**config.mk**
```make
export PLATFORM = sky130hd
export DESIGN_NAME = bitmap_block_allocator
export DESIGN_NICKNAME = d
export VERILOG_FILES = /design/src/design/bba_pkg.sv /design/src/design/bitmap_block_allocator.sv /design/src/design/bba_cell.sv /design/src/design/bba_head.sv
export SDC_FILE = /design/constraint.sdc
export NUM_CORES = 1
export LEC_CHECK = 0
export ABC_CLOCK_PERIOD_IN_PS = 8500
export BUFFER_PORTS_ARGS = -buffer_cell sky130_fd_sc_hd__buf_2
export CAP_MARGIN = 20
export CORE_ASPECT_RATIO = 1.4
export CORE_MARGIN = 3
export CORE_UTILIZATION = 43
export DETAILED_ROUTE_END_ITERATION = 10
export HOLD_SLACK_MARGIN = 0.03
export PLACE_DENSITY = 0.67
export REMOVE_ABC_BUFFERS = 1
export SLEW_MARGIN = 20
export SYNTH_ARGS = -nofsm -noshare
export SYNTH_HDL_FRONTEND = slang
export SYNTH_SLANG_ARGS = --single-unit
```
**constraint.sdc**
```tcl
create_clock -name clock -period 8.5 [get_ports clock]
set_input_delay 0.85 -clock clock [delete_from_list [all_inputs] [get_ports clock]]
set_output_delay 0.85 -clock clock [all_outputs]
set_load 0.05 [all_outputs]
```
**src/design/bba_pkg.sv**
```systemverilog
package bba_pkg;

   // Width of one word of the usage map, held by one cell of the ring.
   localparam int WORD_W   = 32;
   localparam int BITSEL_W = 5;

   localparam logic [1:0] OP_ALLOC   = 2'd0;
   localparam logic [1:0] OP_CLAIM   = 2'd1;
   localparam logic [1:0] OP_RELEASE = 2'd2;
   localparam logic [1:0] OP_QUERY   = 2'd3;

   localparam logic [1:0] ST_OK     = 2'd0;
   localparam logic [1:0] ST_FULL   = 2'd1;
   localparam logic [1:0] ST_IN_USE = 2'd2;
   localparam logic [1:0] ST_RANGE  = 2'd3;

   typedef struct packed {
      logic [1:0] opcode;
      logic [7:0] block_index;
   } bba_req_type;

   typedef struct packed {
      logic [1:0] status;
      logic [7:0] granted_block;
      logic [8:0] used_count;
      logic [8:0] free_count;
   } bba_rsp_type;

   // Control handed to the head unit for the word now at the front of the ring.
   typedef struct packed {
      logic [1:0]          op;
      logic                target_word;
      logic [BITSEL_W-1:0] bit_sel;
      logic                alloc_open;
   } bba_head_ctl_type;

   // What the head unit did to that word.
   typedef struct packed {
      logic                set_done;
      logic                clr_done;
      logic                in_use;
      logic [BITSEL_W-1:0] bit_pos;
   } bba_head_res_type;

   typedef enum logic [1:0] {
      FSM_IDLE,
      FSM_SCAN,
      FSM_PUSH
   } bba_fsm_type;

endpackage

```
**src/design/bitmap_block_allocator.sv**
```systemverilog
// Channel  Direction  Beat type      Meaning
// req_     in         bba_req_type   opcode and block index of one request
// rsp_     out        bba_rsp_type   status, granted block, used and free counts
//
// Allocate, claim and release rotate the usage map once around the ring of
// word cells (8 words at 256 blocks), then load the output register. A query
// skips the ring and goes straight to the output register load.
// Reset is synchronous and restores the map with the two reserved blocks set.
// A stalled result sits in the output register; the next request is taken in
// the cycle that result leaves, or whenever the block is idle.
module bitmap_block_allocator import bba_pkg::*; #(
   parameter int NUM_BLOCKS     = 256,
   parameter int RESERVED_FIRST = 127
) (
   input  logic        clock,
   input  logic        reset,
   input  logic        req_valid,
   output logic        req_ready,
   input  bba_req_type req_data,
   output logic        rsp_valid,
   input  logic        rsp_ready,
   output bba_rsp_type rsp_data
);

   // The map is held as a ring of 32-bit words. Bits past the last block are
   // parked as used so that allocation never picks them; they are not counted.
   localparam int NUM_WORDS = (NUM_BLOCKS + WORD_W - 1) / WORD_W;
   localparam int CNT_W     = (NUM_WORDS > 1) ? $clog2(NUM_WORDS) : 1;
   localparam int BLK_W     = CNT_W + BITSEL_W;
   localparam int USED_W    = $clog2(NUM_BLOCKS + 1);
   localparam int RES_USED  = ((RESERVED_FIRST < NUM_BLOCKS) ? 1 : 0) +
                              ((RESERVED_FIRST + 1 < NUM_BLOCKS) ? 1 : 0);

   function automatic logic [WORD_W-1:0] word_init(input int k);
      logic [WORD_W-1:0] w;
      int                blk;
      w = '0;
      for (int b = 0; b < WORD_W; b++) begin
         blk = k * WORD_W + b;
         if (blk >= NUM_BLOCKS || blk == RESERVED_FIRST || blk == RESERVED_FIRST + 1) begin
            w[b] = 1'b1;
         end
      end
      return w;
   endfunction

   // Control state
   bba_fsm_type        state_ff, state_in;
   logic [CNT_W-1:0]   cnt_ff, cnt_in;
   logic [USED_W-1:0]  used_ff, used_in;
   logic               rsp_valid_ff, rsp_valid_in;
   logic               found_ff, found_in;

   // Request context and result being built
   logic [1:0]         op_ff, op_in;
   logic [7:0]         idx_ff, idx_in;
   logic               idx_ok_ff, idx_ok_in;
   logic [1:0]         status_ff, status_in;
   logic [7:0]         granted_ff, granted_in;
   bba_rsp_type        rsp_data_ff, rsp_data_in;

   // FSM outputs
   logic               shift_en;
   logic               push;
   logic               last_word;
   logic               out_free;
   logic               accept;
   logic               req_in_range;

   logic [WORD_W-1:0]  ring [NUM_WORDS];
   logic [WORD_W-1:0]  head_word;
   bba_head_ctl_type   head_ctl;
   bba_head_res_type   head_res;
   logic [BLK_W-1:0]   head_blk;

   assign out_free     = !rsp_valid_ff || rsp_ready;
   assign accept       = req_valid && req_ready;
   assign last_word    = (cnt_ff == CNT_W'(NUM_WORDS - 1));
   assign req_in_range = (32'(req_data.block_index) < NUM_BLOCKS);

   // The ring: every cell takes its upper neighbor's word, and the last cell
   // takes the word that the head unit has just worked on.
   for (genvar k = 0; k < NUM_WORDS; k++) begin : g_cell
      logic [WORD_W-1:0] nb_word;
      if (k == NUM_WORDS - 1) begin : g_tail
         assign nb_word = head_word;
      end else begin : g_mid
         assign nb_word = ring[k+1];
      end
      bba_cell #(
         .RESET_VALUE (word_init(k))
      ) u_cell (
         .clock    (clock),
         .reset    (reset),
         .shift_en (shift_en),
         .word_in  (nb_word),
         .word_out (ring[k])
      );
   end

   // The cell at the front of the ring always holds word number cnt_ff.
   assign head_ctl.op          = op_ff;
   assign head_ctl.target_word = idx_ok_ff && (32'(idx_ff[7:BITSEL_W]) == 32'(cnt_ff));
   assign head_ctl.bit_sel     = idx_ff[BITSEL_W-1:0];
   assign head_ctl.alloc_open  = !found_ff;

   bba_head u_head (
      .word_in  (ring[0]),
      .ctl      (head_ctl),
      .word_out (head_word),
      .res      (head_res)
   );

   assign head_blk = {cnt_ff, head_res.bit_pos};

   // Next state.
   always_comb begin
      state_in = state_ff;
      case (state_ff)
         FSM_IDLE: begin
            if (accept) begin
               state_in = (req_data.opcode == OP_QUERY) ? FSM_PUSH : FSM_SCAN;
            end
         end
         FSM_SCAN: begin
            if (last_word) begin
               state_in = FSM_PUSH;
            end
         end
         FSM_PUSH: begin
            if (accept) begin
               state_in = (req_data.opcode == OP_QUERY) ? FSM_PUSH : FSM_SCAN;
            end else if (out_free) begin
               state_in = FSM_IDLE;
            end
         end
         default: begin
            state_in = FSM_IDLE;
         end
      endcase
   end

   // FSM outputs.
   always_comb begin
      shift_en  = 1'b0;
      push      = 1'b0;
      req_ready = 1'b0;
      case (state_ff)
         FSM_IDLE: begin
            req_ready = 1'b1;
         end
         FSM_SCAN: begin
            shift_en = 1'b1;
         end
         FSM_PUSH: begin
            push      = out_free;
            req_ready = out_free;
         end
         default: begin
         end
      endcase
   end

   // Datapath next values.
   always_comb begin
      cnt_in      = cnt_ff;
      used_in     = used_ff;
      found_in    = found_ff;
      op_in       = op_ff;
      idx_in      = idx_ff;
      idx_ok_in   = idx_ok_ff;
      status_in   = status_ff;
      granted_in  = granted_ff;
      rsp_data_in = rsp_data_ff;

      if (shift_en) begin
         cnt_in = last_word ? '0 : cnt_ff + CNT_W'(1);
         if (head_res.set_done) begin
            used_in    = used_ff + USED_W'(1);
            found_in   = 1'b1;
            status_in  = ST_OK;
            granted_in = 8'(head_blk);
         end
         if (head_res.clr_done) begin
            used_in = used_ff - USED_W'(1);
         end
         if (head_res.in_use) begin
            status_in = ST_IN_USE;
         end
      end

      if (push) begin
         rsp_data_in.status        = status_ff;
         rsp_data_in.granted_block = granted_ff;
         rsp_data_in.used_count    = 9'(used_ff);
         rsp_data_in.free_count    = 9'(USED_W'(NUM_BLOCKS) - used_ff);
      end

      // A new request starts with the status it has unless the scan says otherwise.
      if (accept) begin
         cnt_in     = '0;
         found_in   = 1'b0;
         op_in      = req_data.opcode;
         idx_in     = req_data.block_index;
         idx_ok_in  = req_in_range;
         granted_in = '0;
         case (req_data.opcode)
            OP_ALLOC: begin
               status_in = ST_FULL;
            end
            OP_CLAIM, OP_RELEASE: begin
               status_in = req_in_range ? ST_OK : ST_RANGE;
            end
            default: begin
               status_in = ST_OK;
            end
         endcase
      end
   end

   always_comb begin
      rsp_valid_in = rsp_valid_ff;
      if (push) begin
         rsp_valid_in = 1'b1;
      end else if (rsp_ready) begin
         rsp_valid_in = 1'b0;
      end
   end

   always_ff @(posedge clock) begin
      if (reset) begin
         state_ff     <= FSM_IDLE;
         cnt_ff       <= '0;
         used_ff      <= USED_W'(RES_USED);
         rsp_valid_ff <= 1'b0;
         found_ff     <= 1'b0;
      end else begin
         state_ff     <= state_in;
         cnt_ff       <= cnt_in;
         used_ff      <= used_in;
         rsp_valid_ff <= rsp_valid_in;
         found_ff     <= found_in;
      end
   end

   always_ff @(posedge clock) begin
      op_ff       <= op_in;
      idx_ff      <= idx_in;
      idx_ok_ff   <= idx_ok_in;
      status_ff   <= status_in;
      granted_ff  <= granted_in;
      rsp_data_ff <= rsp_data_in;
   end

   assign rsp_valid = rsp_valid_ff;
   assign rsp_data  = rsp_data_ff;

endmodule

```
**src/design/bba_cell.sv**
```systemverilog
module bba_cell import bba_pkg::*; #(
   parameter logic [WORD_W-1:0] RESET_VALUE = '0
) (
   input  logic              clock,
   input  logic              reset,
   input  logic              shift_en,
   input  logic [WORD_W-1:0] word_in,
   output logic [WORD_W-1:0] word_out
);

   logic [WORD_W-1:0] word_ff;
   logic [WORD_W-1:0] word_next_in;

   // Takes the neighbor's word on every step of the ring.
   assign word_next_in = shift_en ? word_in : word_ff;

   always_ff @(posedge clock) begin
      if (reset) begin
         word_ff <= RESET_VALUE;
      end else begin
         word_ff <= word_next_in;
      end
   end

   assign word_out = word_ff;

endmodule

```
**src/design/bba_head.sv**
```systemverilog
module bba_head import bba_pkg::*; (
   input  logic [WORD_W-1:0] word_in,
   input  bba_head_ctl_type  ctl,
   output logic [WORD_W-1:0] word_out,
   output bba_head_res_type  res
);

   logic [WORD_W-1:0]   free_bits;
   logic [WORD_W-1:0]   lowest_free;
   logic [BITSEL_W-1:0] lowest_pos;
   logic                sel_bit;

   assign free_bits   = ~word_in;
   assign lowest_free = free_bits & (~free_bits + WORD_W'(1));
   assign sel_bit     = word_in[ctl.bit_sel];

   always_comb begin
      lowest_pos = '0;
      for (int b = 0; b < WORD_W; b++) begin
         if (lowest_free[b]) begin
            lowest_pos = lowest_pos | BITSEL_W'(b);
         end
      end
   end

   always_comb begin
      word_out     = word_in;
      res.set_done = 1'b0;
      res.clr_done = 1'b0;
      res.in_use   = 1'b0;
      res.bit_pos  = ctl.bit_sel;
      case (ctl.op)
         OP_ALLOC: begin
            if (ctl.alloc_open && (|free_bits)) begin
               word_out     = word_in | lowest_free;
               res.set_done = 1'b1;
               res.bit_pos  = lowest_pos;
            end
         end
         OP_CLAIM: begin
            if (ctl.target_word) begin
               if (sel_bit) begin
                  res.in_use = 1'b1;
               end else begin
                  word_out[ctl.bit_sel] = 1'b1;
                  res.set_done          = 1'b1;
               end
            end
         end
         OP_RELEASE: begin
            if (ctl.target_word && sel_bit) begin
               word_out[ctl.bit_sel] = 1'b0;
               res.clr_done          = 1'b1;
            end
         end
         default: begin
         end
      endcase
   end

endmodule
```
After elaboration in Yosys (flattened, before gate mapping)
Index checks and enable logic that the tools add are counted.
Word-level totals
  logic and storage cells: 165
  bits in registers: 320
  input port bits: 14
  output and inout port bits: 30
Cells by class
  bitwise operators: 7
  equality and inequality tests: 12
  magnitude comparators: 2
  add/subtract/negate cells: 5
  mux-type cells: 99
  reductions and logical operators: 19
Operators by type and width (number)
  2-to-1 mux 32 bit: 9
  NOT 32 bit: 3
  one-hot mux 32 bit (3 select lines): 1
  2-to-1 mux 5 bit: 19
  AND 32 bit: 2
  OR 32 bit: 2
  2-to-1 mux 2 bit: 19
  2-to-1 mux 9 bit: 4
  adder 32 x 1 -> 32 bit (second input constant): 1
  2-to-1 mux 4 bit: 8
  OR reduction 32 bit: 1
  2-to-1 mux 1 bit: 27
  2-to-1 mux 8 bit: 2
  2-to-1 mux 3 bit: 5
  adder 9 x 1 -> 9 bit (second input constant): 1
  subtractor 9 x 1 -> 9 bit (second input constant): 1
  subtractor 9 bit (first input constant): 1
  equality test 2 bit (second input constant): 3
  logical NOT 2 bit: 3
  < comparator 5 x 6 -> 1 bit (second input constant): 1
  inequality test 2 bit (second input constant): 3
  inequality test 3 bit (second input constant): 2
  one-hot mux 2 bit (3 select lines): 1
  AND reduction 2 bit: 3
  15 further kinds: 22

Depth between registers and ports, before layout
Gate-level depths: netlist of the first run.
  depth after elaboration: 40
  gate-level depth with buffers: 17
  mapped depth without buffers: 14

Cells and area by module
From an unflattened synthesis of the first run, not the netlist that was laid out.
Second synthesis, totals
  cells, all modules: 1346
  area, all modules: 13982.2 um^2
By module, submodules not included
  bba_cell (g_cell[0].u_cell ...): instances 6, seq. area each 640.6 um^2, cells each 103, area each 1163.6 um^2
  bitmap_block_allocator: instances 1, seq. area each 1651.6 um^2, cells each 217, area each 2638.8 um^2
  bba_cell (g_cell[3].u_cell ...): instances 2, seq. area each 640.6 um^2, cells each 103, area each 1166.1 um^2
  bba_head: instances 1, seq. area each 0.0 um^2, cells each 305, area each 2029.4 um^2

Worst setup path before layout of the first run
No wires, ideal clock.
  kind: reg2reg
  start point: register idx_ff[0]
  end point: register used_ff[8]
  clock period less this slack: 3.641 ns
  data arrival time: 3.577 ns
  required time: 8.436 ns
  library setup time: 0.064 ns
  path buffers: 3
  cell stages (with the launch flop): 18
  slack: 4.859 ns
  path through: edfxtp_1 buf_4 buf_6 nand3b_1 o21bai_1 or4_4 a21o_1 buf_6 nand3b_2 inv_1 ha_1 nor2b_1 o21ai_0 a21oi_1 o21ai_0 a21oi_1 or4b_1 nand4_1
On the way
  longest elaborated chain between the ends: 10
  elaborated cells between the ends (all ways): 16
  those cells by class: eq/ne: 1; mux: 13; reduce/logical: 2
RTL lines
  from (decl): RTL line bitmap_block_allocator.sv:56  | logic [7:0] idx_ff, idx_in;
  from (signal assigned): RTL line bitmap_block_allocator.sv:248  | idx_ff <= idx_in;
  binary-select mux 1 bit (select 5 bit) (*): RTL line bba_head.sv:15  | assign sel_bit = word_in[ctl.bit_sel];
  2-to-1 mux 1 bit (not written as such) (*): RTL line bba_head.sv:15
  2-to-1 mux 1 bit: RTL line bba_head.sv:42  | if (sel_bit) begin
  2-to-1 mux 1 bit: RTL line bba_head.sv:41  | if (ctl.target_word) begin
  2-to-1 mux 1 bit: RTL line bba_head.sv:32  | case (ctl.op)
  2-to-1 mux 1 bit: RTL line bba_head.sv:41
  2-to-1 mux 1 bit: RTL line bba_head.sv:32
  one-hot mux 1 bit (2 select lines): RTL line bba_head.sv:32
  inequality test 3 bit (no source line)
  AND reduction 2 bit (no source line)
  to (signal assigned): RTL line bitmap_block_allocator.sv:234  | used_ff <= USED_W'(RES_USED);
  to (signal assigned): RTL line bitmap_block_allocator.sv:240  | used_ff <= used_in;
  to (decl): RTL line bitmap_block_allocator.sv:50  | logic [USED_W-1:0] used_ff, used_in;
Mark *: on every way between the ends. The rest lies on a longest branch, timed or not. The select of a mux whose other input is x is not followed.
A chain may end at the register's enable or synchronous reset.

Final worst setup path of the first run
Same ends and word-level chain as after synthesis.

==> results of run 1 <==
[synthesized netlist by cell type (all sizes together), types with 4 or more instances]
cell type / number / area [um2]
o22ai: 22 / 137.6
nand4b: 4 / 35.03
a2111oi: 8 / 86.34
edfxtp: 39 / 1171
clkbuf: 112 / 420.4
dfxtp: 280 / 5605
a211oi: 15 / 112.6
a311o: 4 / 40.04
a21oi: 258 / 1295
o32ai: 8 / 70.07
xnor2: 7 / 61.31
a221oi: 11 / 96.34
inv: 16 / 60.06
nand4: 10 / 68.81
a211o: 4 / 35.03
nand3b: 6 / 48.80
mux2i: 18 / 180.2
nor3: 33 / 210.2
buf: 16 / 100.1
nor4: 6 / 37.54
nor2b: 9 / 56.30
o221ai: 12 / 105.1
a311oi: 5 / 43.79
and2: 15 / 93.84
o21ai: 31 / 155.2
xor2: 6 / 52.55
a22oi: 12 / 90.09
ha: 10 / 125.1
nand3: 19 / 95.09
and3: 14 / 87.58
a31o: 7 / 61.31
nor2: 51 / 191.4
a21o: 4 / 30.03
nand2: 495 / 1858
nand2b: 14 / 87.58
[routing by layer]
| metal | part of all wire | wire length (um) | vias up | GRT usage |
|---|---|---|---|---|
| li1 | - | - | 5557 | - |
| met1 | 0.42 | 14410 | 5410 | 0.2425 |
| met2 | 0.49 | 16830 | 301 | 0.3377 |
| met3 | 0.042 | 1440 | 88 | 0.02214 |
| met4 | 0.052 | 1803 | 0 | 0.1010 |
| met5 | 0 | 0 | - | 0 |
[registers in the layout (all words and copies together), names as in the netlist]
name	flops
g_cell.u_cell.word_out	256
rsp_data	27
used_ff	9
granted_ff	8
idx_ff	8
cnt_ff	3
op_ff	2
state_ff	2
status_ff	2
found_ff	1
rsp_valid	1
[how the worst min path moves through the flow]
stage,cells past startpoint,to,slack [ns],start
3_3_place_gp,0,rsp_data[26]$_DFFE_PP_,0.41,status_ff[0]$_SDFFCE_PN0P_
3_5_place_dp,0,rsp_data[26]$_DFFE_PP_,0.40,status_ff[0]$_SDFFCE_PN0P_
5_1_grt,0,rsp_data[27]$_DFFE_PP_,0.43,status_ff[1]$_SDFFCE_PP0P_
2_1_floorplan,0,rsp_data[26]$_DFFE_PP_,0.40,status_ff[0]$_SDFFCE_PN0P_
6_report,0,rsp_data[26]$_DFFE_PP_,0.42,status_ff[0]$_SDFFCE_PN0P_
4_1_cts,0,rsp_data[26]$_DFFE_PP_,0.42,status_ff[0]$_SDFFCE_PN0P_
[final cells by class]
type	count	area (um2)
clock buffer	44	864.6
sequential	319	6777
tap	385	481.7
multi-input combinational	1162	6051
inverter	17	63.81
clock inverter	12	162.7
timing repair buffer	56	341.6
fill	2910	15570
[cells by family after synthesis]
| kind of cell | after synthesis | synth area share |
|---|---|---|
| buffers and inverters | 145 | 0.04363 |
| AO/OA/AOI/OAI | 429 | 0.1941 |
| adder cells (fa/ha/maj) | 11 | 0.01084 |
| multiplexers | 18 | 0.01345 |
| flip-flops | 319 | 0.5060 |
| XOR/XNOR | 13 | 0.008502 |
| AND/OR/NAND/NOR | 691 | 0.2235 |
[placed cells by master, fill, tap and decap left out, drive strengths merged, types with 18 or more instances in the layout]
cell    count
a21oi     258
clkbuf     45
nor3       33
o22ai      22
nand3      19
o21ai      31
dfxtp     280
nor2       51
edfxtp     39
mux2i      18
buf        55
nand2     495
[worst max-delay path, delay by kind of cell (launching register included)]
kind,cells,cell delay [ns]
adders and majority gates,1,0.37
AOI/OAI and AO/OA,6,1.37
buffers and inverters,1,0.17
muxes,1,0.27
DFF,1,0.84
and+or+nand+nor,5,1.61
[per-stage QoR]
step | setup TNS (ns) | cells | worst slack [ns] | util | hold WS (ns)
floorplan | -309.20 | 1498 | -3.564 | - | 0.4003
global placement | 0 | 1938 | 4.077 | 0.4515 | 0.4055
detailed placement | 0 | 1938 | 3.931 | 0.4516 | 0.4045
CTS | 0 | 1994 | 3.892 | 0.4854 | 0.4166
global route | 0 | 1995 | 3.549 | 0.4864 | 0.4254
finish | 0 | 1995 | 3.799 | 0.4864 | 0.4160
[power groups by stage]
stage | Clock (W) | Sequential, W | Combinational (W)
after floorplan | 0 | 0.00163 | 0.000168
after global placement | 0 | 0.00162 | 0.000274
after detailed placement | 0 | 0.00162 | 0.000276
after CTS | 0.00141 | 0.00159 | 0.000276
after global routing | 0.00148 | 0.00159 | 0.000305
final | 0.00138 | 0.00159 | 0.000279
==> results by group, run 1 <==
Setup path
  – R2R setup slack: 3.80 ns
  – Data arrival, critical path: 5.20 ns
  – Crit Path Class: flip-flop to flip-flop
  – CP peak stage delay: 0.84 ns
  – Worst r2r path cells: 14
  – Critical path startpoint: idx_ff[0]$_DFFE_PP_
  – R2r startpoint: idx_ff[0]$_DFFE_PP_
  – Worst setup path end: used_ff[8]$_SDFFE_PP0P_
  – Crit-path max FO: 18
  – Critical Path Source Type: flip-flop
  – R2r endpoint: used_ff[8]$_SDFFE_PP0P_
  – CP endpoint kind: flip-flop
  – CP Data Required Time: 9.00 ns
  – CP max-delay cell: edfxtp_1
  – Cell-by-cell trace of the critical path: mux2i_1, o32ai_1, or4_4, a21o_1, nand3b_2, inv_1, ha_1, nor2b_1, o21ai_0, a21oi_1, o21ai_0, a21oi_1, or4b_1, nand4_1

STA
  – Setup violations, final: 0
  – Slew HR: 0.2867
  – Worst-Margin Slew: 1.070 ns
  – Final Hold Viols: 0
  – Post-route minimum period: 4.701 ns
  – Fin crit share: 0.5531
  – RSZ-0062 raised after global routing: no
  – Max-slew violation count: 0
  – Clk_skew: 0.01050 ns
  – Max Freq: 212.7 MHz

Finish
  – N_diodes: 0
  – Final Cell Area: 14740 um2
  – Layout area overhead: 10.08%
  – Nets: 1611
  – Fraction of layout cells with a size suffix above 1: 0.07391

Synth
  – Main synth FF type: dfxtp_1
  – Syn Area/Cell: 8.236 um2
  – Register area share after synthesis: 0.5060
  – Yosys warning count: 0
  – Post-synth cell types: 74
  – Post-synth EDFFs: 39
  – Mapped Cells: 1626
  – Asr flop ratio synth: 0
  – #FFs+latches synth: 319
  – Syn Std Cell Area: 13390 um2

Power
  – LEAKAGE: 4.767 nW
  – Internal Power: 0.002447 W
  – Total power: 0.003252 W
  – Share of total power in the clock network: 0.426
  – Gate power share: 0.086
  – Pwr dens: 220.6 nW/um2
  – VDD IR-drop max: 139.4 uV
  – Sequential share of power: 0.488
  – Switching Fraction: 0.2474
  – NetSw: 0.0008045 W

Drt
  – Vias: 11360
  – DRC violations left: 0
  – Drt initial violations: 832
  – Routed wire per std cell: 17.28 um
  – Avg Vias per Cell: 5.692
  – Router iterations before antenna repair: 5
  – Post-DRT Antenna Nets: 0
  – Routed wire length: 34.48 mm

Global routing
  – Largest net degree at the start of global routing: 118
  – Vias in the first global route: 10500
  – Gr ovfl total: 0
  – Initial antenna violation count: 0
  – Gr usage total: 0.1970
  – First-pass GRT wire length: 54.73 mm

Run
  – Max_cap viols: 0

Floorplanning
  – Die width: 155.2 um
  – Row count: 75
  – Initial Util: 0.4418
  – IO Pins: 44
  – Core footprint: 30310 um2
  – Die area: 33330 um2
  – Chip height: 214.8 um

Clock network
  – CTS Root Buffer Type: clkbuf_16
  – Post-CTS Resized: 0
  – Max H-tree Level: 1
  – Maximum buffer depth of the clock tree: 3
  – Cts bufs inserted: 30
  – Worst skew pair latency: 0.56 ns
  – CTS tree: done
  – Setup Buffers After CTS: 0
  – CTS Hold Bufs: 0
  – Clock sinks: 319
  – Clk slew on worst S/H paths: 0.06 ns

Placed design
  – GPL Wtd Cong: 0.9623
  – DP Area: 13690 um2
  – Buffers on Ports: 43
  – Detail Placement HPWL: 22.57 mm

Min path
  – Hold WC Path Type: flip-flop to flip-flop

Outcome
  – Outcome: completed
No activity file was read; power rests on OpenSTA's default activity.
==> inputs of run 2 (changes only) <==
- ABC_CLOCK_PERIOD_IN_PS: 8500 -> 3800
- PLACE_DENSITY: 0.67 -> 0.69
- clock period: 8.5 -> 3.8 ns (I/O delays scaled with it)
==> results by group, run 2 (same netlist as run 1, synthesis figures left out) <==
Finish
  – Max FFs per register: 256 (unchanged)
  – Fin util: 0.5003 (+0.01391)
  – Fill count: 2922 (+0.41%)
  – Layout area overhead: 13.23%
  – Most common cell after layout, fill and taps aside: nand2_1
  – Nets: 1662 (+3.2%)
  – N_diodes: 0 (unchanged)
  – Fraction of layout cells with a size suffix above 1: 0.1000 (+0.02609)
  – Commonest non-fill, non-tap cells in the layout: nand2_1 (495), dfxtp_1 (280), a21oi_1 (257)

Global routing
  – Vias in the first global route: 10730 (+2.1%)
  – Gr ovfl total: 0 (unchanged)
  – Gr usage total: 0.2133 (+0.01631)
  – First-pass GRT wire length: 58.13 mm (+6.2%)
  – Initial antenna violation count: 0 (unchanged)
  – Largest net degree at the start of global routing: 190 (+61%)

STA
  – Post-route minimum period: 3.554 ns (-1.147 ns)
  – Max Freq: 281.4 MHz (+32%)
  – Slew HR: 0.3004 (+0.01369)
  – Fin worst setup slack: 0.2458 ns (-3.553 ns)
  – Fin crit share: 0.9353 (+0.3823)
  – Clk_skew: 0.01888 ns (+0.008373 ns)
  – Setup violations, final: 0 (unchanged)
  – Final Hold Viols: 0 (unchanged)
  – Max-slew violation count: 0 (unchanged)
  – RSZ-0062 raised after global routing: no
  – Worst-Margin Slew: 1.046 ns (-0.02440 ns)
  – Hold_ws: 0.05366 ns (-0.3624 ns)

Drt
  – Routed wire per std cell: 17.88 um (+3.4%)
  – Highest metal used: met4
  – Wire length on met2: 18.24 mm (+8.4%)
  – Vias: 11420 (+0.57%)
  – Avg Vias per Cell: 5.585 (-1.9%)
  – Post-DRT Antenna Nets: 0 (unchanged)
  – Routed wire length: 36.56 mm (+6.0%)
  – DRC violations left: 0 (unchanged)
  – Drt initial violations: 931 (+12%)
  – Wire length on met1: 14.88 mm (+3.3%)
  – WL met3: 1.493 mm (+3.7%)
  – Router iterations before antenna repair: 5 (unchanged)

Floorplanning
  – Die width: 155.2 um (unchanged)
  – Row count: 75 (unchanged)
  – Chip height: 214.8 um (unchanged)
  – IO Pins: 44 (unchanged)
  – Core footprint: 30310 um2 (unchanged)
  – Initial Util: 0.4418 (unchanged)
  – Die area: 33330 um2 (unchanged)

Clock network
  – Worst skew pair latency: 0.57 ns (about the same)
  – Max H-tree Level: 1 (unchanged)
  – Clock sinks: 319 (unchanged)
  – CTS tree: done
  – CTS Root Buffer Type: clkbuf_16
  – Cts bufs inserted: 30 (unchanged)
  – Clk slew on worst S/H paths: 0.06 ns (about the same)
  – Maximum buffer depth of the clock tree: 3 (unchanged)

Placed design
  – GPL Wtd Cong: 0.9924 (+3.1%)
  – Buffers on Ports: 43 (unchanged)
  – Setup WS pre-CTS: 0.1481 ns (-3.783 ns)
  – Detail Placement HPWL: 24.26 mm (+7.5%)

Setup path
  – Crit Path Class: flip-flop to flip-flop
  – Most used cell, CP: buf_4
  – Crit-path max FO: 12 (-6)
  – CP endpoint kind: flip-flop
  – CP peak stage delay: 0.56 ns (-0.28 ns)
  – Worst r2r path cells: 16 (+2)
  – Critical Path Source Type: flip-flop
  – Data arrival, critical path: 3.98 ns (-1.22 ns)
  – R2r startpoint: idx_ff[1]$_DFFE_PP_
  – Cell-by-cell trace of the critical path: buf_4, or2_1, o22ai_1, a22o_1, a21o_1, nand3b_2, buf_4, fa_1, nor2b_1, o21ai_0, a21oi_1, o21ai_1, buf_4, nor2b_1, o221ai_1, o41ai_1
  – CP max-delay cell: edfxtp_1
  – R2r endpoint: used_ff[6]$_SDFFE_PP0P_
  – R2R setup slack: 0.25 ns (-3.55 ns)
  – CP Data Required Time: 4.23 ns (-4.77 ns)

Outcome
  – Outcome: completed

Min path
  – Hold path depth: 1 (+1)
  – Hold WC Path Type: input port to flip-flop
  – Hold path start: req_data[1]
  – Hold Crit Endpoint: idx_ff[1]$_DFFE_PP_

Power
  – Pwr dens: 481.6 nW/um2 (+120%)
  – Total power: 0.007303 W (+120%)
  – VDD IR-drop max: 264.9 uV (+90%)
  – LEAKAGE: 5.040 nW (+5.7%)

Run
  – Max_cap viols: 0 (unchanged)
## run 2: worst max path at each step
stage	from	to	cells after the start
3_3_place_gp	idx_ff[2]$_DFFE_PP_	used_ff[8]$_SDFFE_PP0P_	14
5_1_grt	idx_ff[0]$_DFFE_PP_	used_ff[8]$_SDFFE_PP0P_	15
3_5_place_dp	idx_ff[2]$_DFFE_PP_	used_ff[8]$_SDFFE_PP0P_	14
4_1_cts	idx_ff[2]$_DFFE_PP_	used_ff[8]$_SDFFE_PP0P_	14
6_report	idx_ff[1]$_DFFE_PP_	used_ff[6]$_SDFFE_PP0P_	16
2_1_floorplan	state_ff[0]$_SDFFE_PP0P_	g_cell[7].u_cell.word_out[23]$_SDFFE_PP0P_	5
## run 2: final cells by class
type,count,area [um2],area share
sequential,319,6777,0.4469
timing repair buffer,107,767.0,0.05058
inverter,17,63.81,0.004208
clock inverter,9,127.6,0.008417
clock buffer,46,893.4,0.05892
tap,385,481.7,0.03177
multi-input combinational,1162,6053,0.3992
## run 2: routing by layer
layer | global-route usage | vias to the layer above
li1 | - | 5644
met1 | 0.2609 | 5409
met2 | 0.3713 | 282
met3 | 0.02073 | 86
met4 | 0.1069 | 0
met5 | 0 | -
## run 2: timing repair
action / in CTS / in global routing
hold endpoints to repair: 4 / 1
gates resized for setup: 0 / 2
hold buffers: 4 / 1
setup endpoints to repair: 0 / 2
buffers inserted: 0 / 2
## run 2: through the flow
step	TNS, ns	area (um2)	cells
CTS	0	15130	2042
finish	0	15160	2045
detailed placement	0	14070	1983
global route	0	15160	2045
global placement	0	14070	1983
floorplan	-1617.59	12870	1498
## run 2: worst max-delay path, delay by kind of cell, from the launching register on
kind                       cells  cell delay, ns
adders and majority gates      1            0.39
and+or+nand+nor                4            0.65
AOI/OAI and AO/OA              8            1.28
buffers and inverters          3            0.53
DFF                            1            0.56
## run 2: power breakdown
| part | total, W | switching, W | internal (W) |
|---|---|---|---|
| logic | 0.000669 | 0.000504 | 0.000165 |
| registers | 0.00354 | 0.0000499 | 0.00349 |
| clock network | 0.00310 | 0.00128 | 0.00182 |
| total | 0.00730 | 0.00183 | 0.00547 |
==> inputs of run 3 (changes only) <==
- ABC_CLOCK_PERIOD_IN_PS: 3800 -> 4050
- CORE_MARGIN: 3 -> 2
- PLACE_DENSITY: 0.69 -> 0.67
- clock period: 3.8 -> 4.05 ns (I/O delays scaled with it)
==> results by group, run 3 (same netlist as run 1, synthesis figures left out) <==
STA
  – Final Hold Viols: 0 (unchanged)
  – Hold_ws: 0.09263 ns (+0.03897 ns)
  – Worst-Margin Slew: 1.022 ns (-0.02355 ns)
  – Max-slew violation count: 0 (unchanged)
  – Slew HR: 0.3162 (+0.01576)
  – Max Freq: 267.3 MHz (-5.0%)
  – RSZ-0062 raised after global routing: no
  – Clk_skew: 0.01065 ns (-0.008225 ns)
  – Post-route minimum period: 3.741 ns (+0.1866 ns)
  – Fin worst setup slack: 0.3092 ns (+0.06343 ns)
  – Setup violations, final: 0 (unchanged)
  – Fin crit share: 0.9237 (-0.01167)

Placed design
  – Buffers on Ports: 43 (unchanged)
  – Detail Placement HPWL: 25.84 mm (+6.5%)
  – Setup WS pre-CTS: 0.3664 ns (+0.2184 ns)
  – Placed cell count: 1985 (+0.10%)
  – GPL Wtd Cong: 0.9348 (-5.8%)

Clock network
  – Maximum buffer depth of the clock tree: 3 (unchanged)
  – Worst skew pair latency: 0.58 ns (about the same)
  – Max H-tree Level: 1 (unchanged)
  – Clk slew on worst S/H paths: 0.06 ns (about the same)
  – Clock sinks: 319 (unchanged)
  – Cts bufs inserted: 30 (unchanged)
  – Post-CTS Resized: 0 (unchanged)
  – CTS Root Buffer Type: clkbuf_16
  – CTS tree: done

Drt
  – Vias: 11510 (+0.77%)
  – Router iterations before antenna repair: 5 (unchanged)
  – Drt initial violations: 851 (-8.6%)
  – Routed wire per std cell: 18.57 um (+3.9%)
  – DRC violations left: 0 (unchanged)
  – Post-DRT Antenna Nets: 0 (unchanged)
  – Routed wire length: 38.03 mm (+4.0%)
  – Avg Vias per Cell: 5.620 (+0.62%)

Setup path
  – CP endpoint kind: flip-flop
  – Family with the most delay on the worst path: simple AND/OR/NAND/NOR gates
  – R2r endpoint: used_ff[8]$_SDFFE_PP0P_
  – Crit path depth: 15 (-1)
  – R2r startpoint: idx_ff[0]$_DFFE_PP_
  – Buf/Inv on CP: 2 (-1)
  – Critical Path Source Type: flip-flop
  – CP Data Required Time: 4.56 ns (+0.33 ns)
  – Worst r2r path cells: 15 (-1)
  – R2R setup slack: 0.31 ns (+0.06 ns)
  – Critical path startpoint: idx_ff[0]$_DFFE_PP_
  – Cell-by-cell trace of the critical path: buf_12, mux2i_1, o32ai_1, or4_4, a21o_1, nand3b_2, inv_1, ha_1, nor2b_1, o21ai_0, a21oi_1, o21ai_0, a21oi_1, or4b_1, nand4_1
  – CP max-delay cell: or4_4
  – Data arrival, critical path: 4.25 ns (+0.27 ns)
  – Crit-path max FO: 18 (+6)
  – Worst setup path end: used_ff[8]$_SDFFE_PP0P_
  – Crit Path Class: flip-flop to flip-flop
  – CP peak stage delay: 0.59 ns (+0.03 ns)

Power
  – VDD IR-drop max: 300.2 uV (+13%)
  – LEAKAGE: 4.975 nW (-1.3%)
  – Pwr dens: 441.9 nW/um2 (-8.2%)

Finish
  – Max FFs per register: 256 (unchanged)
  – Fraction of layout cells with a size suffix above 1: 0.09349 (-0.006514)
  – Most common cell after layout, fill and taps aside: nand2_1
  – Layout area overhead: 12.66%
  – Fill count: 3016 (+3.2%)
  – N_diodes: 0 (unchanged)
  – Commonest non-fill, non-tap cells in the layout: nand2_1 (495), dfxtp_1 (280), a21oi_1 (257)
  – Nets: 1660 (-0.12%)
  – Fin cells: 2048 (+0.15%)

Floorplanning
  – Initial Util: 0.4360 (-0.005813)
  – Die area: 32590 um2 (-2.2%)
  – Chip height: 212.8 um (-0.93%)
  – Row count: 76 (+1.3%)
  – IO Pins: 44 (unchanged)
  – Die width: 153.2 um (-1.3%)
  – Core footprint: 30710 um2 (+1.3%)

Global routing
  – Gr ovfl total: 0 (unchanged)
  – First-pass GRT wire length: 59.34 mm (+2.1%)
  – Initial antenna violation count: 0 (unchanged)
  – Vias in the first global route: 10610 (-1.1%)
  – Largest net degree at the start of global routing: 176 (-7.4%)
  – Gr usage total: 0.2285 (+0.01518)

Outcome
  – Outcome: completed

Run
  – Max_cap viols: 0 (unchanged)

Min path
  – Hold WC Path Type: input port to flip-flop
[run 3: repair_timing]
item / in CTS / in global routing
buffers inserted: 0 / 0
endpoints found under the hold margin: 8 / 0
hold buffers: 8 / 0
[run 3: area by class of cell]
cell class | instances | area (um2) | area share
well taps | 390 | 488.0 | 0.03234
flip-flops and latches | 319 | 6777 | 0.4492
inverters | 17 | 63.81 | 0.004230
repair buffers | 105 | 775.7 | 0.05142
clock inverters | 7 | 76.32 | 0.005059
multi-input cells | 1162 | 6048 | 0.4009
clock buffers | 48 | 858.3 | 0.05689
[run 3: how the worst min path moves through the flow]
stage                                          start                     end  slack (ns)  depth (start not counted)
after CTS                                req_data[9]      op_ff[1]$_DFFE_PP_        0.07                          1
after floorplan           status_ff[0]$_SDFFCE_PN0P_  rsp_data[26]$_DFFE_PP_        0.40                          0
after global routing                     req_data[8]      op_ff[0]$_DFFE_PP_        0.09                          1
final                                    req_data[9]      op_ff[1]$_DFFE_PP_        0.09                          1
after detailed placement  granted_ff[5]$_SDFFE_PP0P_  rsp_data[23]$_DFFE_PP_        0.42                          0
after global placement    granted_ff[7]$_SDFFE_PP0P_  rsp_data[25]$_DFFE_PP_        0.41                          0
[run 3: through the flow]
stage          TNS [ns]  total power, W  instance area (um2)    util
6_report              0        0.006667                15090  0.4912
5_1_grt               0        0.006931                15090  0.4912
4_1_cts               0        0.006735                15080  0.4911
3_5_place_dp          0        0.004017                14070  0.4580
3_3_place_gp          0        0.004012                14070  0.4580
2_1_floorplan  -1547.84        0.003767                12870       -
[run 3: layer usage]
layer,track usage,routed length (um),vias up
li1,-,-,5643
met1,0.2740,15580,5470
met2,0.3993,18660,310
met3,0.02943,1784,86
met4,0.1220,2009,0
met5,0,0,-
[run 3: power breakdown]
part           switching [W]  internal, W  total (W)
Sequential         0.0000464      0.00327    0.00332
Clock                0.00120      0.00151    0.00271
Combinational       0.000479     0.000159   0.000638
